## src/rfm_pkg.sv

```systemverilog
// shared types and constants of the reciprocal frequency meter
package rfm_pkg;

  localparam int unsigned CounterBitsDefault = 32;
  localparam int unsigned FracBitsDefault    = 8;

  localparam int unsigned CntFieldBits = 32;
  localparam int unsigned ClkBits      = 28;
  localparam int unsigned OutBits      = 48;

  localparam logic [ClkBits-1:0] ClkReset = 28'd84000000;

  localparam logic [1:0] OP_START   = 2'd0;
  localparam logic [1:0] OP_CAPTURE = 2'd1;
  localparam logic [1:0] OP_GATE    = 2'd2;

  localparam logic [1:0] STATUS_OK   = 2'd0;
  localparam logic [1:0] STATUS_ZERO = 2'd1;
  localparam logic [1:0] STATUS_SAT  = 2'd2;

  typedef struct packed {
    logic snap;
    logic delta;
    logic mul;
    logic step;
    logic load;
  } cmd_t;

endpackage

```

## src/rfm_ctrl.sv

```systemverilog
// gate sequencing and divider control of the frequency meter
module rfm_ctrl #(
  parameter int unsigned COUNTER_BITS = rfm_pkg::CounterBitsDefault,
  parameter int unsigned FRAC_BITS    = rfm_pkg::FracBitsDefault
) (
  input  logic          clk_i,
  input  logic          rst_ni,
  input  logic          s_valid_i,
  input  logic [1:0]    s_op_i,
  output logic          s_ready_o,
  input  logic          m_ready_i,
  output logic          m_valid_o,
  output rfm_pkg::cmd_t cmd_o
);
  import rfm_pkg::*;

  localparam int unsigned DivSteps = COUNTER_BITS + ClkBits + FRAC_BITS;
  localparam int unsigned CntW     = $clog2(DivSteps);

  typedef enum logic [1:0] {
    ST_IDLE,
    ST_MUL,
    ST_DIV,
    ST_LOAD
  } state_e;

  typedef enum logic [1:0] {
    PH_WAIT_FIRST,
    PH_HELD,
    PH_DONE
  } phase_e;

  state_e          state_q;
  phase_e          phase_q;
  logic            gate_done_q;
  logic [CntW-1:0] cnt_q;
  logic            out_valid_q;
  logic            accept;
  logic            out_free;

  assign s_ready_o = (state_q == ST_IDLE);
  assign accept    = s_valid_i && s_ready_o;
  assign out_free  = !out_valid_q || m_ready_i;
  assign m_valid_o = out_valid_q;

  always_comb begin
    cmd_o       = '0;
    cmd_o.snap  = accept && (s_op_i == OP_CAPTURE) && (phase_q == PH_WAIT_FIRST);
    cmd_o.delta = accept && (s_op_i == OP_CAPTURE) && (phase_q == PH_HELD) && gate_done_q;
    cmd_o.mul   = (state_q == ST_MUL);
    cmd_o.step  = (state_q == ST_DIV);
    cmd_o.load  = (state_q == ST_LOAD) && out_free;
  end

  always_ff @(posedge clk_i or negedge rst_ni) begin
    if (!rst_ni) begin
      state_q     <= ST_IDLE;
      phase_q     <= PH_WAIT_FIRST;
      gate_done_q <= 1'b0;
      cnt_q       <= '0;
      out_valid_q <= 1'b0;
    end else begin
      if (cmd_o.load) begin
        out_valid_q <= 1'b1;
      end else if (out_valid_q && m_ready_i) begin
        out_valid_q <= 1'b0;
      end
      case (state_q)
        ST_IDLE: begin
          if (accept) begin
            case (s_op_i)
              OP_START: begin
                phase_q     <= PH_WAIT_FIRST;
                gate_done_q <= 1'b0;
              end
              OP_GATE: begin
                if (phase_q != PH_DONE) begin
                  gate_done_q <= 1'b1;
                end
              end
              OP_CAPTURE: begin
                if (phase_q == PH_WAIT_FIRST) begin
                  phase_q <= PH_HELD;
                end else if (phase_q == PH_HELD && gate_done_q) begin
                  phase_q <= PH_DONE;
                  state_q <= ST_MUL;
                end
              end
              default: begin
              end
            endcase
          end
        end
        ST_MUL: begin
          cnt_q   <= '0;
          state_q <= ST_DIV;
        end
        ST_DIV: begin
          cnt_q <= cnt_q + CntW'(1);
          if (cnt_q == CntW'(DivSteps - 1)) begin
            state_q <= ST_LOAD;
          end
        end
        ST_LOAD: begin
          if (out_free) begin
            state_q <= ST_IDLE;
          end
        end
        default: state_q <= ST_IDLE;
      endcase
    end
  end

endmodule

```

## src/rfm_dp.sv

```systemverilog
// snapshots, multiplier, bit-serial divider and result register of the meter
module rfm_dp #(
  parameter int unsigned COUNTER_BITS = rfm_pkg::CounterBitsDefault,
  parameter int unsigned FRAC_BITS    = rfm_pkg::FracBitsDefault
) (
  input  logic                                 clk_i,
  input  logic                                 rst_ni,
  input  logic                                 cfg_we_i,
  input  logic [rfm_pkg::ClkBits-1:0]          cfg_wdata_i,
  input  logic [rfm_pkg::CntFieldBits-1:0]     ref_ticks_i,
  input  logic [rfm_pkg::CntFieldBits-1:0]     signal_count_i,
  input  rfm_pkg::cmd_t                        cmd_i,
  output logic [rfm_pkg::OutBits-1:0]          frequency_q8_o,
  output logic [1:0]                           status_o
);
  import rfm_pkg::*;

  localparam int unsigned Cb = COUNTER_BITS;
  localparam int unsigned Pw = Cb + ClkBits;
  localparam int unsigned Dw = Pw + FRAC_BITS;

  logic [ClkBits-1:0] clk_hz_q;
  logic [Cb-1:0]      ref_start_q;
  logic [Cb-1:0]      sig_start_q;
  logic [Cb-1:0]      rd_q;
  logic [Cb-1:0]      sd_q;
  logic [Dw-1:0]      dividend_q;
  logic [Cb-1:0]      rem_q;
  logic [OutBits-1:0] quo_q;
  logic               sat_q;
  logic [OutBits-1:0] freq_q;
  logic [1:0]         status_q;

  logic [Cb-1:0]      ref_now;
  logic [Cb-1:0]      sig_now;
  logic [Pw-1:0]      product;
  logic [Cb:0]        rem_ext;
  logic [Cb:0]        rem_diff;
  logic               rem_ge;

  assign ref_now  = ref_ticks_i[Cb-1:0];
  assign sig_now  = signal_count_i[Cb-1:0];
  assign product  = Pw'(sd_q) * Pw'(clk_hz_q);
  assign rem_ext  = {rem_q, dividend_q[Dw-1]};
  assign rem_ge   = (rem_ext >= {1'b0, rd_q});
  assign rem_diff = rem_ext - {1'b0, rd_q};

  always_ff @(posedge clk_i or negedge rst_ni) begin
    if (!rst_ni) begin
      clk_hz_q <= ClkReset;
    end else if (cfg_we_i) begin
      clk_hz_q <= cfg_wdata_i;
    end
  end

  always_ff @(posedge clk_i) begin
    if (cmd_i.snap) begin
      ref_start_q <= ref_now;
      sig_start_q <= sig_now;
    end
    if (cmd_i.delta) begin
      rd_q <= ref_now - ref_start_q;
      sd_q <= sig_now - sig_start_q;
    end
    if (cmd_i.mul) begin
      dividend_q <= Dw'(product) << FRAC_BITS;
      rem_q      <= '0;
      quo_q      <= '0;
      sat_q      <= 1'b0;
    end else if (cmd_i.step) begin
      dividend_q <= dividend_q << 1;
      rem_q      <= rem_ge ? rem_diff[Cb-1:0] : rem_ext[Cb-1:0];
      quo_q      <= {quo_q[OutBits-2:0], rem_ge};
      sat_q      <= sat_q | quo_q[OutBits-1];
    end
    if (cmd_i.load) begin
      if (rd_q == '0) begin
        freq_q   <= '0;
        status_q <= STATUS_ZERO;
      end else if (sat_q) begin
        freq_q   <= '1;
        status_q <= STATUS_SAT;
      end else begin
        freq_q   <= quo_q;
        status_q <= STATUS_OK;
      end
    end
  end

  assign frequency_q8_o = freq_q;
  assign status_o       = status_q;

endmodule

```

## src/reciprocal_frequency_meter.sv

```systemverilog
// top level of the equal-precision reciprocal frequency meter
// input stream: tuser carries the operation (start, edge capture, gate elapsed),
// tdata the reference tick count and signal edge count sampled at the edge.
// a start word clears the gate; the first capture takes the opening snapshot,
// a gate word arms the close and the next capture takes the closing snapshot.
// only that closing capture yields a result word on the output stream:
// tdata = frequency in 1/256 hz (floor, saturating), tuser = status
// (valid, zero reference interval, saturated).
// cfg_we_i / cfg_wdata_i write the reference clock in hz (reset 84 MHz).
// words that give no result leave the meter idle and ready for the next. a closing
// capture passes through a multiply step, then the restoring divider that retires
// one quotient bit per cycle, then the load into the output register; no input
// is taken during that time.
// the result sits in an output register, so words keep being accepted while
// it waits; a new closing capture stalls before loading until it is taken.
// reset clears the gate state, drops any pending result and restores the
// default reference clock.
module reciprocal_frequency_meter #(
  parameter int unsigned COUNTER_BITS = rfm_pkg::CounterBitsDefault,
  parameter int unsigned FRAC_BITS    = rfm_pkg::FracBitsDefault
) (
  input  logic                            clk_i,
  input  logic                            rst_ni,
  input  logic                            cfg_we_i,
  input  logic [rfm_pkg::ClkBits-1:0]     cfg_wdata_i,
  input  logic                            s_axis_tvalid,
  output logic                            s_axis_tready,
  input  logic [63:0]                     s_axis_tdata,  // ref_ticks, signal_count
  input  logic [1:0]                      s_axis_tuser,  // operation
  output logic                            m_axis_tvalid,
  input  logic                            m_axis_tready,
  output logic [47:0]                     m_axis_tdata,  // frequency_q8
  output logic [1:0]                      m_axis_tuser   // status
);
  import rfm_pkg::*;

  cmd_t cmd;

  rfm_ctrl #(
    .COUNTER_BITS(COUNTER_BITS),
    .FRAC_BITS   (FRAC_BITS)
  ) u_ctrl (
    .clk_i    (clk_i),
    .rst_ni   (rst_ni),
    .s_valid_i(s_axis_tvalid),
    .s_op_i   (s_axis_tuser),
    .s_ready_o(s_axis_tready),
    .m_ready_i(m_axis_tready),
    .m_valid_o(m_axis_tvalid),
    .cmd_o    (cmd)
  );

  rfm_dp #(
    .COUNTER_BITS(COUNTER_BITS),
    .FRAC_BITS   (FRAC_BITS)
  ) u_dp (
    .clk_i         (clk_i),
    .rst_ni        (rst_ni),
    .cfg_we_i      (cfg_we_i),
    .cfg_wdata_i   (cfg_wdata_i),
    .ref_ticks_i   (s_axis_tdata[CntFieldBits-1:0]),
    .signal_count_i(s_axis_tdata[2*CntFieldBits-1:CntFieldBits]),
    .cmd_i         (cmd),
    .frequency_q8_o(m_axis_tdata),
    .status_o      (m_axis_tuser)
  );

endmodule

```

## config.mk

```make
export PLATFORM = sky130hd
export DESIGN_NAME = reciprocal_frequency_meter
export DESIGN_NICKNAME = d
export VERILOG_FILES = /design/src/rfm_pkg.sv /design/src/rfm_ctrl.sv /design/src/rfm_dp.sv /design/src/reciprocal_frequency_meter.sv
export SDC_FILE = /design/constraint.sdc
export NUM_CORES = 2
export LEC_CHECK = 0
export BUFFER_PORTS_ARGS = -buffer_cell sky130_fd_sc_hd__buf_4
export CAP_MARGIN = 20
export CORE_MARGIN = 2
export CORE_UTILIZATION = 54
export CTS_BUF_LIST = sky130_fd_sc_hd__clkbuf_4 sky130_fd_sc_hd__clkbuf_8
export CTS_CLUSTER_DIAMETER = 50
export DETAILED_ROUTE_END_ITERATION = 8
export GPL_ROUTABILITY_DRIVEN = 1
export PLACE_DENSITY = 0.71
export SLEW_MARGIN = 20
export SYNTH_ARGS = -nofsm -noshare
export SYNTH_HDL_FRONTEND = slang
export SYNTH_SLANG_ARGS = --single-unit
```

## constraint.sdc

```tcl
create_clock -name clk_i -period 9.55 [get_ports clk_i]
set_clock_uncertainty 0.05 [all_clocks]
set_input_delay 0.4775 -clock clk_i [delete_from_list [all_inputs] [get_ports clk_i]]
set_output_delay 0.4775 -clock clk_i [all_outputs]
set_load 0.03 [all_outputs]
```

==> metrics.txt <==
Post-Syn Instances=4987; DR vias/cell=between 5 and 6; Post-Syn Area=between 40000 and 50000 sq um; ranking of synthesized cells by area=fa_1 33%, edfxtp_1 15%, ha_1 8.3%; fin crit period=between 8 and 9 ns; Crit. End Element=flip-flop; number of detailed-route iterations in the first pass=6; ys flop type=edfxtp_1; yosys warns=0; die width=~300 um; row count=approximately 110; H-Tree Depth=3; CTS tree=yes; Netlist cell types=76; initial antenna violation count=2; CP startpoint kind=flip-flop; cts repair resizes=0; setup violators final=0; Max Cap Viol=0; die span in y=300 um; sequential area share after synthesis=about a fifth; max frequency=around 120 MHz; Final GP Congestion=0.910; CTS Sinks=between 300 and 400; crit path DAT=between 8 and 9 ns; Tcrit/Tclk final=roughly 89%; mean post-synth cell area=~9.5 sq um; Layout area overhead=10.0%; CTS Hold Bufs=97; first-pass GRT wire length=about 190000 um; synthesized flop and latch total=360; fin. max-slew vios=0; # DRC=0; layout cells sized above 1=slightly below 9%; I/O pins=151; Yosys top cell by area=fa_1; fill cell count=~7400; Least-Margin Pin Slew=1.13 ns; vias in the first global route=around 37000; drt initial violations=between 2000 and 2500; share of the synthesized area in the top cell type=between 30% and 40%; Starting Density=approximately 55%; commonest non-fill, non-tap cells in the layout=1029 x inv_1, 781 x fa_1, 530 x nand2_1, 460 x and2_1, 310 x ha_1; fraction of registers with async set/reset=a little under an eighth; Port Buffer Count=150; Post-Route Setup TNS=0 ns; DRT Wirelength=~120000 um; largest net degree at the start of global routing=87; Clk Latency, worst-skew pair=around 0.74 ns; Die Footprint=about 90000 sq um; Core Footprint=86900 sq um; Slew HR=roughly a quarter; post-CTS setup buffers=0; hold crit path type=in2reg; Vias=roughly 34000; Clock Pin Slew Worst Setup and Hold Paths=0.06 ns; RSZ-0062 raised after global routing=no; outcome=finished, final reports clean; Final ANT Viol Nets=0; CTS Buffer Depth=3; CTS root buf=clkbuf_8; Crit Path Category=reg2reg; Total GRT Usage=around 27%; commonest non-fill, non-tap cell in the layout=inv_1; detailed placement HPWL=between 90000 and 100000 um; number of enable flip-flop cells after synthesis=238; final hold violations=0; Syn Nets=about 6200; CP max FO=18; CP required=roughly 9.9 ns; Nets=around 6300; routed len/inst=about 19 um; GRT overflow=0; TritonCTS Buffers=between 70 and 80
synthesized netlist by cell type (23+ instances only):
| cell | instances |
|---|---|
| ha_1 | 313 |
| fa_1 | 781 |
| xor2_1 | 32 |
| dfxtp_1 | 81 |
| nor3_1 | 30 |
| edfxtp_1 | 238 |
| inv_1 | 1029 |
| nor2b_1 | 23 |
| a211oi_1 | 33 |
| nand2_1 | 530 |
| a21oi_1 | 153 |
| nand3_1 | 31 |
| o21ai_0 | 92 |
| and2_1 | 462 |
| mux2_2 | 82 |
| dfrtp_1 | 32 |
| nor2_1 | 270 |
| a21o_1 | 63 |
| xnor2_1 | 101 |
| clkbuf_1 | 251 |
| mux2i_1 | 78 |
| o21a_1 | 38 |
cell families after synthesis:
logic type	synth area share (%)
compound gates	7.00
xor+xnor	2.46
fa+ha+maj	41.3
buf+inv	10.2
flops	20.7
mux	3.60
simple gates	14.7
state kept, by name (all words and copies together), names as in the netlist:
signal	cells
u_dp.dividend_q	60
u_dp.frequency_q8_o	48
u_dp.quo_q	48
u_dp.rd_q	32
u_dp.ref_start_q	32
u_dp.rem_q	32
u_dp.sd_q	32
u_dp.sig_start_q	32
u_dp.clk_hz_q	28
u_ctrl.cnt_q	7
u_ctrl.phase_q	2
u_ctrl.state_q	2
u_dp.status_o	2
u_ctrl.gate_done_q	1
u_ctrl.m_valid_o	1
u_dp.sat_q	1
metrics by stage:
stage	area, sq um	setup WS [ns]	std cells	hold slack [ns]	utilization, %
after floorplan	47400	2.23	4987	0.132	-
after global placement	49500	1.31	6094	0.431	56.9
after detailed placement	49500	1.20	6096	0.439	57.0
after CTS	52000	1.09	6323	0.135	59.9
after global routing	52100	0.686	6327	0.217	60.0
final	52100	1.05	6328	0.191	60.0
per-layer routing:
metal / vias to the layer above / GRT usage, % / routed length (um) / part of all wire [%]
met4: 0 / 14.0 / 6410 / 5.5
li1: 15600 / - / - / -
met5: - / 0 / 0 / 0
met3: 352 / 4.58 / 7880 / 6.7
met2: 1222 / 45.8 / 56800 / 48
met1: 17200 / 34.3 / 46400 / 40
critical path: stages (launching register included):
cell       delay (ns)
dfrtp_1          0.78
buf_4            0.36
and2_1           0.19
fa_1             0.42
fa_1             0.49
fa_1             0.52
inv_1            0.05
fa_1             0.49
inv_1            0.06
fa_1             0.50
fa_1             0.55
inv_1            0.05
fa_1             0.56
inv_1            0.07
ha_1             0.33
a21oi_1          0.30
o211ai_1         0.18
or3b_2           0.48
o2111ai_1        0.11
o21ai_0          0.38
o21ai_0          0.51
o21a_1           0.23
o21ai_0          0.10
xor2_1           0.15
mux2_2           0.27
area by class of cell:
class | instances | area [sq um] | share of cell area (%)
multi-input cells | 3337 | 32800 | 62.9
well taps | 1155 | 1450 | 2.77
flip-flops and latches | 360 | 9810 | 18.8
clock buffers | 102 | 1280 | 2.47
clock inverters | 28 | 269 | 0.516
repair buffers | 315 | 2670 | 5.12
diodes | 2 | 5.00 | 0.00961
inverters | 1029 | 3860 | 7.41
path summary, 6_finish.rpt:
path / startpoint / end / slack (ns) / depth (start not counted)
hold reg to reg: u_dp.quo_q[0]$_SDFFE_PN0P_ / u_dp.quo_q[0]$_SDFFE_PN0P_ / 0.45 / 2
max in group asynchronous: rst_ni / u_ctrl.m_valid_o$_DFFE_PN0P_ / 8.55 / 2
setup reg to reg: u_dp.clk_hz_q[1]$_DFFE_PN0P_ / u_dp.dividend_q[62]$_DFFE_PP_ / 1.05 / 24
min in group asynchronous: rst_ni / u_dp.clk_hz_q[22]$_DFFE_PN0P_ / 0.32 / 2
hold / removal: s_axis_tvalid / u_ctrl.phase_q[0]$_DFFE_PN0P_ / 0.19 / 4
setup / recovery: u_dp.clk_hz_q[1]$_DFFE_PN0P_ / u_dp.dividend_q[62]$_DFFE_PP_ / 1.05 / 24
Power is left out: the tool's default activity adds up to more than one toggle a clock period on the data nets, which glitch-free logic cannot reach.
